### src/hw/rtl/campose_pkg.sv
// campose_pkg: types, constants and tables shared by the camera pose update block
// used by the channel interfaces, campose_ctrl, campose_dp and camera_pose_update
`timescale 1ns / 1ps
`default_nettype none

package campose_pkg;

	// coordinate and field widths
	localparam int COORD_W    = 32;            // stored coordinate width
	localparam int FRAC_BITS  = 16;            // fraction bits of coordinates and amount
	localparam int AMT_W      = 32;            // amount field width
	localparam int OUT_W      = 32;            // result coordinate field width
	localparam int OP_W       = 3;             // command code width
	localparam int OFF_W      = COORD_W + 1;   // clamped offset width
	localparam int OPND_W     = COORD_W + 2;   // multiplier operand width
	localparam int PROD_W     = 2 * OPND_W;    // product and accumulator width
	localparam int XY_W       = 34;            // cordic x and y, Q2.30 with headroom
	localparam int Z_W        = 36;            // cordic residual angle, Q32
	localparam int REM_W      = 33;            // angle reduction remainder
	localparam int ANG_W      = 20;            // reduced angle in Q16, signed
	localparam int IDX_W      = 5;             // step index carried to the datapath
	localparam int ROT_SHIFT  = 30;            // cos and sin are Q2.30

	// apb
	localparam int APB_ADDR_W = 5;
	localparam int APB_DATA_W = 32;

	// angle constants
	localparam logic [REM_W-1:0]      TWO_PI_Q16  = 33'd411775;
	localparam logic [REM_W-1:0]      PI_Q16      = 33'd205887;
	// multiple of two pi above 2^31, keeps the biased angle non-negative
	localparam logic [REM_W-1:0]      MOD_BIAS    = 33'd2147818400;
	localparam logic signed [Z_W-1:0] HALF_PI_Q32 = 36'sd6746518852;
	localparam logic signed [Z_W-1:0] PI_Q32      = 36'sd13493037705;
	localparam logic signed [XY_W-1:0] GAIN_Q30   = 34'sd652032875;

	// angle reduction: 14 quotient bits, two per cycle
	localparam int          MOD_PAIRS  = 7;
	localparam logic [3:0]  MOD_K_LO0  = 4'd12;

	// product phase lengths (last phase index)
	localparam int PROD_LAST_ROT  = 5;
	localparam int PROD_LAST_MOVE = 3;

	localparam logic signed [OFF_W-1:0] OFF_MAX = {1'b0, {(OFF_W-1){1'b1}}};
	localparam logic signed [OFF_W-1:0] OFF_MIN = {1'b1, {(OFF_W-1){1'b0}}};

	typedef logic signed [COORD_W-1:0] coord_t;

	typedef struct packed {
		coord_t pos_x;
		coord_t pos_y;
		coord_t pos_z;
		coord_t look_x;
		coord_t look_y;
		coord_t look_z;
	} pose_t;

	localparam pose_t POSE_RESET = '{
		pos_x:  32'sd0,
		pos_y:  32'sd0,
		pos_z:  32'sd0,
		look_x: 32'sd0,
		look_y: 32'sd0,
		look_z: -32'sd65536
	};

	typedef enum logic [OP_W-1:0] {
		OP_RELOAD   = 3'd0,
		OP_FORWARD  = 3'd1,
		OP_STRAFE   = 3'd2,
		OP_VERTICAL = 3'd3,
		OP_ROTATE   = 3'd4
	} op_t;

	typedef enum logic [2:0] {
		REG_START_POS_X  = 3'd0,
		REG_START_POS_Y  = 3'd1,
		REG_START_POS_Z  = 3'd2,
		REG_START_VIEW_X = 3'd3,
		REG_START_VIEW_Y = 3'd4,
		REG_START_VIEW_Z = 3'd5
	} cfg_reg_t;

	typedef enum logic [2:0] {
		ST_IDLE,
		ST_MOD,
		ST_FOLD,
		ST_ROT,
		ST_PROD,
		ST_APPLY
	} ctrl_state_t;

	typedef enum logic [2:0] {
		MS_DIRX_AMT,
		MS_DIRZ_AMT,
		MS_CS_DX,
		MS_SN_DZ,
		MS_SN_DX,
		MS_CS_DZ
	} mul_sel_t;

	typedef enum logic [1:0] {
		ACC_HOLD,
		ACC_LOAD,
		ACC_ADD,
		ACC_SUB
	} acc_op_t;

	typedef struct packed {
		logic             load;
		logic             mod_step;
		logic             fold;
		logic             rot_step;
		logic [IDX_W-1:0] idx;
		logic             mul_en;
		mul_sel_t         mul_sel;
		acc_op_t          acc_op;
		logic             take_ox;
		logic             take_oz;
		logic             apply;
	} dp_cmd_t;

	typedef struct packed {
		op_t op;
	} dp_stat_t;

	// atan(2^-i) in Q32, rounded to nearest
	function automatic logic signed [Z_W-1:0] atan_q32(input logic [IDX_W-1:0] i);
		logic signed [Z_W-1:0] v;
		case (i)
			5'd0:    v = 36'sd3373259426;
			5'd1:    v = 36'sd1991351318;
			5'd2:    v = 36'sd1052175346;
			5'd3:    v = 36'sd534100635;
			5'd4:    v = 36'sd268086748;
			5'd5:    v = 36'sd134174063;
			5'd6:    v = 36'sd67103403;
			5'd7:    v = 36'sd33553749;
			5'd8:    v = 36'sd16777131;
			5'd9:    v = 36'sd8388597;
			5'd10:   v = 36'sd4194303;
			5'd11:   v = 36'sd2097152;
			5'd12:   v = 36'sd1048576;
			5'd13:   v = 36'sd524288;
			5'd14:   v = 36'sd262144;
			5'd15:   v = 36'sd131072;
			5'd16:   v = 36'sd65536;
			5'd17:   v = 36'sd32768;
			5'd18:   v = 36'sd16384;
			5'd19:   v = 36'sd8192;
			5'd20:   v = 36'sd4096;
			5'd21:   v = 36'sd2048;
			5'd22:   v = 36'sd1024;
			5'd23:   v = 36'sd512;
			default: v = '0;
		endcase
		return v;
	endfunction

endpackage

`default_nettype wire

### src/hw/rtl/campose_ctrl.sv
// campose_ctrl: sequencer for the pose datapath and the result valid flag
// depends on campose_pkg; issues dp_cmd_t to campose_dp
`timescale 1ns / 1ps
`default_nettype none

module campose_ctrl #(
	parameter int CORDIC_STEPS = 16
) (
	input  logic                         clk,
	input  logic                         arst_n,
	input  logic                         in_valid,
	input  logic [campose_pkg::OP_W-1:0] in_cmd,
	output logic                         in_ready,
	output logic                         out_valid,
	input  logic                         out_ready,
	output campose_pkg::dp_cmd_t         dp_cmd,
	input  campose_pkg::dp_stat_t        dp_stat
);
	import campose_pkg::*;

	localparam int CNT_W = $clog2(CORDIC_STEPS);

	ctrl_state_t      state_q, state_d;
	logic [CNT_W-1:0] cnt_q, cnt_d;
	logic             out_valid_q, out_valid_d;
	logic [CNT_W-1:0] prod_last;
	dp_cmd_t          dpc;

	always_ff @(posedge clk or negedge arst_n) begin
		if (!arst_n) begin
			state_q     <= ST_IDLE;
			cnt_q       <= '0;
			out_valid_q <= 1'b0;
		end else begin
			state_q     <= state_d;
			cnt_q       <= cnt_d;
			out_valid_q <= out_valid_d;
		end
	end

	always_comb begin
		state_d   = state_q;
		cnt_d     = cnt_q;
		dpc       = '0;
		in_ready  = 1'b0;
		prod_last = CNT_W'(PROD_LAST_MOVE);
		case (state_q)
			ST_IDLE: begin
				in_ready = 1'b1;
				if (in_valid) begin
					dpc.load = 1'b1;
					cnt_d    = '0;
					case (op_t'(in_cmd))
						OP_ROTATE:             state_d = ST_MOD;
						OP_FORWARD, OP_STRAFE: state_d = ST_PROD;
						default:               state_d = ST_APPLY;
					endcase
				end
			end
			ST_MOD: begin
				dpc.mod_step = 1'b1;
				dpc.idx      = IDX_W'(cnt_q);
				if (cnt_q == CNT_W'(MOD_PAIRS - 1)) begin
					cnt_d   = '0;
					state_d = ST_FOLD;
				end else begin
					cnt_d = cnt_q + 1'b1;
				end
			end
			ST_FOLD: begin
				dpc.fold = 1'b1;
				cnt_d    = '0;
				state_d  = ST_ROT;
			end
			ST_ROT: begin
				dpc.rot_step = 1'b1;
				dpc.idx      = IDX_W'(cnt_q);
				if (cnt_q == CNT_W'(CORDIC_STEPS - 1)) begin
					cnt_d   = '0;
					state_d = ST_PROD;
				end else begin
					cnt_d = cnt_q + 1'b1;
				end
			end
			ST_PROD: begin
				// multiplier product is registered and reaches the accumulator in the next cycle
				if (dp_stat.op == OP_ROTATE) begin
					prod_last = CNT_W'(PROD_LAST_ROT);
					case (cnt_q)
						CNT_W'(0): begin
							dpc.mul_en  = 1'b1;
							dpc.mul_sel = MS_CS_DX;
						end
						CNT_W'(1): begin
							dpc.mul_en  = 1'b1;
							dpc.mul_sel = MS_SN_DZ;
							dpc.acc_op  = ACC_LOAD;
						end
						CNT_W'(2): begin
							dpc.mul_en  = 1'b1;
							dpc.mul_sel = MS_SN_DX;
							dpc.acc_op  = ACC_SUB;
						end
						CNT_W'(3): begin
							dpc.mul_en  = 1'b1;
							dpc.mul_sel = MS_CS_DZ;
							dpc.acc_op  = ACC_LOAD;
							dpc.take_ox = 1'b1;
						end
						CNT_W'(4): begin
							dpc.acc_op = ACC_ADD;
						end
						default: begin
							dpc.take_oz = 1'b1;
						end
					endcase
				end else begin
					case (cnt_q)
						CNT_W'(0): begin
							dpc.mul_en  = 1'b1;
							dpc.mul_sel = MS_DIRX_AMT;
						end
						CNT_W'(1): begin
							dpc.mul_en  = 1'b1;
							dpc.mul_sel = MS_DIRZ_AMT;
							dpc.acc_op  = ACC_LOAD;
						end
						CNT_W'(2): begin
							dpc.acc_op  = ACC_LOAD;
							dpc.take_ox = 1'b1;
						end
						default: begin
							dpc.take_oz = 1'b1;
						end
					endcase
				end
				if (cnt_q == prod_last) begin
					cnt_d   = '0;
					state_d = ST_APPLY;
				end else begin
					cnt_d = cnt_q + 1'b1;
				end
			end
			ST_APPLY: begin
				// pose registers double as the result register
				if (!out_valid_q || out_ready) begin
					dpc.apply = 1'b1;
					state_d   = ST_IDLE;
				end
			end
			default: begin
				state_d = ST_IDLE;
			end
		endcase
		out_valid_d = (out_valid_q && !out_ready) || dpc.apply;
	end

	assign dp_cmd    = dpc;
	assign out_valid = out_valid_q;

	a_accept_leaves_idle: assert property (@(posedge clk) disable iff (!arst_n)
		(in_valid && in_ready) |=> (state_q != ST_IDLE))
		else $error("accepted beat did not start a command");

	a_apply_slot_free: assert property (@(posedge clk) disable iff (!arst_n)
		dpc.apply |-> (!out_valid_q || out_ready))
		else $error("pose updated while the previous result is pending");

	a_apply_waits: assert property (@(posedge clk) disable iff (!arst_n)
		(state_q == ST_APPLY && out_valid_q && !out_ready) |=> (state_q == ST_APPLY))
		else $error("apply left while output is stalled");

	a_mod_count: assert property (@(posedge clk) disable iff (!arst_n)
		(state_q == ST_MOD) |-> (cnt_q < CNT_W'(MOD_PAIRS)))
		else $error("angle reduction count out of range");

endmodule

`default_nettype wire

### config.mk
export PLATFORM = sky130hd
export DESIGN_NAME = campose_ctrl
export DESIGN_NICKNAME = d
export VERILOG_FILES = /design/src/hw/rtl/campose_pkg.sv /design/src/hw/rtl/campose_ctrl.sv
export SDC_FILE = /design/constraint.sdc
export NUM_CORES = 1
export LEC_CHECK = 0
export BUFFER_PORTS_ARGS = -buffer_cell sky130_fd_sc_hd__buf_4
export CAP_MARGIN = 25
export CORE_UTILIZATION = 41
export CTS_BUF_LIST = sky130_fd_sc_hd__clkbuf_4 sky130_fd_sc_hd__clkbuf_8 sky130_fd_sc_hd__clkbuf_16
export CTS_CLUSTER_SIZE = 24
export DETAILED_ROUTE_END_ITERATION = 8
export MAX_ROUTING_LAYER = met4
export PLACE_DENSITY = 0.7
export SYNTH_ARGS = -nofsm -noshare
export SYNTH_HDL_FRONTEND = slang
export SYNTH_SLANG_ARGS = --single-unit
### constraint.sdc
create_clock -name clk -period 2.2 [get_ports clk]
set_clock_uncertainty 0.1 [all_clocks]
set_input_delay 0.11 -clock clk [delete_from_list [all_inputs] [get_ports clk]]
set_output_delay 0.11 -clock clk [all_outputs]
set_load 0.05 [all_outputs]
Word level (Yosys, flattened, before mapping):

Cells that the tools add are included.

* input port bits: 10
* output and inout bits: 20
* flip-flop bits (word level): 8

* mux-type cells: 33
* equality and inequality tests: 21
* add/subtract/negate cells: 1
* reduce and logical (&&, ||, !) cells: 16

Operator list (count)
* 2-to-1 mux 4 bit: 6
* one-hot mux 4 bit (5 select lines): 1
* 2-to-1 mux 3 bit: 6
* one-hot mux 3 bit (6 select lines): 1
* 2-to-1 mux 8 bit: 2
* one-hot mux 4 bit (4 select lines): 1
* 2-to-1 mux 1 bit: 13
* equality test 3 bit (second input constant): 4
* inequality test 2 bit (second input constant): 5
* equality test 3 x 2 -> 1 bit (second input constant): 3
* equality test 4 x 2 -> 1 bit (second input constant): 2
* equality test 4 x 3 -> 1 bit (second input constant): 2
* one-hot mux 4 bit (2 select lines): 1
* OR reduction 2 bit: 4
* equality test 3 x 1 -> 1 bit (second input constant): 2
* one-hot mux 2 bit (3 select lines): 1
* one-hot mux 3 bit (2 select lines): 1
* AND reduction 5 bit: 1
* nonzero test 5 bit: 1
* OR reduction 5 bit: 1
* adder 4 x 1 -> 4 bit (second input constant): 1
* equality test 4 x 1 -> 1 bit (second input constant): 1
* equality test 4 bit: 1
* equality test 4 bit (second input constant): 1
* other kinds (7): 9

Longest topological paths before layout:

* depth after elaboration: 6
* gate-level depth with buffers: 7
* gate-level depth less buffers: 6

Least setup slack after synthesis:

OpenSTA, ideal clock, no wires.

* path kind: register to register
* start point: register state_q[2]
* end point: register state_q[0]
* arrival time: 2.404 ns
* stages on the path, launching flop included: 6
* clock period less this slack: 2.631 ns
* library setup time: 0.128 ns
* setup slack: -0.431 ns
* required time: 1.972 ns
* buffers on the path: 1
* cell sequence: dfrtp_1 -> buf_6 -> nor3_1 -> nand2b_1 -> nand4_1 -> mux2_1

* cells in the longest elaborated chain, start to end: 3
* elaborated cells between the ends (all ways): 13
* those cells by class: 10 x eq/ne; 1 x mux; 2 x reduce/logical

Ends and longest elaborated chain
* start: declaration: RTL line campose_ctrl.sv:23 `ctrl_state_t state_q, state_d;`
* start signal: assignment: RTL line campose_ctrl.sv:35 `state_q <= state_d;`
* equality test 3 bit (tied with other cells): RTL line campose_ctrl.sv:47 `case (state_q)`
* inequality test 2 bit (no source line)
* AND reduction 5 bit (no source line)

Parallel ways exist; a longest one is shown, timed or not.
A chain may end at the register's enable or synchronous reset.

==> impl_metrics.json <==
{
  "syn_avg_cell_area_um2": 8.163,
  "syn-cell-area_um2": 840.8,
  "cell_internal_pwr_w": 0.0007397,
  "power.density_nw_per_um2": 1544,
  "post_synth_xor_area_fraction_pct": 2.083,
  "fin_crit_sh_pct": 93.09,
  "route.vias.total": 834,
  "crit_path_end_kind": "output port",
  "largest_net_degree_at_the_start_of_global_routing": 14,
  "ctsHtreeMaxLevel": 1,
  "number_of_global_route_vias_before_repair": 743,
  "timing.final.crit_period_ns": 2.048,
  "start_util_pct": 43.30,
  "timing.hold.ws_ns": 0.1134,
  "crit_arrival_ns": 1.84,
  "finalSetupTns_ns": 0,
  "die_y_um": 47.29,
  "clk_pin_slew_ns": 0.05,
  "syn-num-nets": 117,
  "drt-total-wl_mm": 2.037,
  "drt-met1-wl_um": 949,
  "synth.ff_latch_count": 8,
  "ioPinCount": 30,
  "post_synth_fa_ha_maj_area_fraction_pct": 5.952,
  "io_buffers": 28,
  "globalplace.congestion": 0.9383,
  "final_core_util_pct": 57.02,
  "vias_per_cell": 5.278,
  "distinct_cell_type_count_of_the_synthesized_netlist": 44,
  "setup_viol": 0,
  "clk_path_buf_depth": 2,
  "vdd_ir_drop_max_v": 0.0007857,
  "route.detailed.drc": 0,
  "start_kind": "register",
  "placement_rows": 16,
  "die_width_um": 47.29,
  "static-leakage-power_nw": 0.5087,
  "met3WireLength_um": 59,
  "placeableCoreArea_um2": 1942,
  "clkLatencyLatePin_ns": 0.25,
  "dr_wl_met2_mm": 1.004,
  "drive_above_1_share_pct": 35.11,
  "final_antenna_net_count": 0,
  "hpwlAfterDp_mm": 1.625,
  "net-switching-power_w": 0.0009700,
  "initialDrtViolationCount": 25,
  "cts_made_buffers": 3,
  "top_signal_layer_used": "met4",
  "status": "finished clean",
  "remaining_global_route_overflow": 0,
  "final_max_slew_viol_count": 0,
  "worstHoldPathType": "primary input to async pin",
  "synth_enable_flop_cells": 0,
  "crit_fanout": 6,
  "fmax_mhz": 488.3,
  "post_synth_and_or_nand_nor_area_fraction_pct": 31.10,
  "post_drt_wl_per_cell_um": 12.89,
  "grt_pass1_wl_mm": 3.146,
  "synth_top_family_by_area": "simple AND/OR/NAND/NOR gates",
  "compound_gate_fraction_of_synth_area_pct": 23.66,
  "grtUsageTotal_pct": 20.60,
  "number_of_warning_messages_in_the_yosys_log": 0,
  "cap_viol_max_count": 0,
  "area_delta_synth_final_pct": 31.70,
  "clockRootBuffer": "sky130_fd_sc_hd__clkbuf_4",
  "floorplan.die_area_um2": 2236,
  "grt_setup_unrepaired": "false",
  "async_reset_ff_share_pct": 100.0,
  "finalHoldViolCount": 0,
  "yosysSeqAreaShare_pct": 23.81,
  "clock_sink_count": 8,
  "share_of_total_power_in_the_clock_network_pct": 6.1,
  "tritoncts_clock_tree": "yes",
  "seq_power_share_pct": 18.1,
  "swShare_pct": 56.74,
  "comb_power_share_pct": 75.7,
  "finalPower_w": 0.001710,
  "timing.setup.critical_path_class": "register to output port",
  "antenna_cell_count": 0,
  "postSynth.topFlopCell": "sky130_fd_sc_hd__dfrtp_1",
  "post_cts_buffers": 0,
  "synth_cells": 103,
  "grt_antenna_before_repair": 0,
  "worst-endpoint-required_ns": 1.99,
  "drtPass1Iterations": 4,
  "synth.area.mux_share_pct": 2.530,
  "num-nets-final": 147
}
per-layer routing:
layer / up-vias / global-route usage [%]
met5: - / -
li1: 420 / -
met1: 389 / 26.64
met4: 0 / 9.143
met3: 4 / 4.615
met2: 21 / 30.41
final timing paths:
check	start	to	slack [ns]	depth (start not counted)
min	arst_n	out_valid	0.11	2
min reg2reg	out_valid	out_valid	0.47	2
max in group asynchronous	arst_n	cnt_q[1]	1.76	2
max reg2reg	cnt_q[0]	state_q[0]	0.19	6
max	cnt_q[0]	dp_cmd[1]	0.15	7
min in group clk	in_cmd[0]	state_q[2]	0.24	4
registers in the layout, summed over array words and instances, names as in the netlist:
register / flops
out_valid: 1
state_q: 3
cnt_q: 4
synth_stat cells (2+ instances only):
master | number | area share, %
sky130_fd_sc_hd__nor2_1 | 13 | 5.8
sky130_fd_sc_hd__nand2_1 | 10 | 4.5
sky130_fd_sc_hd__dfrtp_1 | 8 | 24
sky130_fd_sc_hd__a21oi_1 | 7 | 4.2
sky130_fd_sc_hd__inv_1 | 5 | 2.2
sky130_fd_sc_hd__buf_6 | 4 | 5.4
sky130_fd_sc_hd__ha_1 | 4 | 6.0
sky130_fd_sc_hd__nand2b_1 | 4 | 3.0
sky130_fd_sc_hd__nor3_1 | 3 | 1.8
sky130_fd_sc_hd__o21ai_0 | 3 | 1.8
sky130_fd_sc_hd__a211oi_1 | 2 | 1.8
sky130_fd_sc_hd__and2_1 | 2 | 1.5
sky130_fd_sc_hd__buf_4 | 2 | 1.8
sky130_fd_sc_hd__nand3_1 | 2 | 1.2
sky130_fd_sc_hd__nand3b_1 | 2 | 1.8
sky130_fd_sc_hd__nand4_1 | 2 | 1.5
sky130_fd_sc_hd__o21a_1 | 2 | 1.8
sky130_fd_sc_hd__or3_1 | 2 | 1.5
timing repair:
| action | 4_1_cts | 5_1_grt |
|---|---|---|
| hold buffers | 2 | 0 |
| hold endpoints to repair | 9 | 0 |
| endpoints found under the setup margin | 0 | 2 |
| resized for setup | 0 | 2 |
worst max-delay path, cell delays in order (launching register included):
cell and delay (ns):
sky130_fd_sc_hd__dfrtp_1 0.39, sky130_fd_sc_hd__inv_1 0.12, sky130_fd_sc_hd__ha_1 0.31, sky130_fd_sc_hd__a211oi_2 0.26, sky130_fd_sc_hd__nor2_1 0.06, sky130_fd_sc_hd__a21oi_1 0.13
sky130_fd_sc_hd__o21a_1 0.13, sky130_fd_sc_hd__buf_4 0.19
cell usage in the layout, fill, tap and decap left out, types with 2 or more instances in the layout:
| cell | instances |
|---|---|
| sky130_fd_sc_hd__o21a_1 | 2 |
| sky130_fd_sc_hd__nor3_2 | 2 |
| sky130_fd_sc_hd__o21ai_0 | 3 |
| sky130_fd_sc_hd__nand3b_1 | 2 |
| sky130_fd_sc_hd__dlygate4sd3_1 | 2 |
| sky130_fd_sc_hd__nor2_1 | 13 |
| sky130_fd_sc_hd__a21oi_1 | 7 |
| sky130_fd_sc_hd__clkbuf_4 | 3 |
| sky130_fd_sc_hd__nand2_1 | 10 |
| sky130_fd_sc_hd__nand2b_1 | 4 |
| sky130_fd_sc_hd__ha_1 | 4 |
| sky130_fd_sc_hd__nand4_1 | 2 |
| sky130_fd_sc_hd__buf_4 | 31 |
| sky130_fd_sc_hd__inv_1 | 5 |
| sky130_fd_sc_hd__nand3_1 | 2 |
| sky130_fd_sc_hd__dfrtp_1 | 8 |
| sky130_fd_sc_hd__and2_1 | 2 |
through the flow:
stage / instances / instance area (µm²) / setup WS, ns
2_1_floorplan: 103 / 857.1 / 0.009727
3_3_place_gp: 153 / 1055 / 0.2966
3_5_place_dp: 153 / 1055 / 0.2052
4_1_cts: 158 / 1097 / 0.09599
5_1_grt: 158 / 1107 / 0.03948
6_report: 158 / 1107 / 0.1520
cells by family after synthesis:
family | after synthesis
flops | 8
other cells | 1
mux | 2
xor+xnor | 2
simple gates | 48
compound gates | 25
fa+ha+maj | 4
buf+inv | 13
cell type report:
type | instances | area [µm²]
fillers | 192 | 834.6
multi-input cells | 82 | 579.3
repair buffers | 33 | 252.7
flip-flops and latches | 8 | 200.2
well taps | 27 | 33.78
clock buffers | 3 | 22.52
inverters | 5 | 18.77
power by group through the flow:
stage	Clock (W)	Sequential (W)	Combinational [W]
after detailed placement	0	0.000309	0.00127
final	0.000105	0.000310	0.00130
after global routing	0.000116	0.000320	0.00139
after global placement	0	0.000305	0.00125
after floorplan	0	0.000301	0.00101
after CTS	0.000110	0.000307	0.00128
Power figures use the tool's default switching activity.
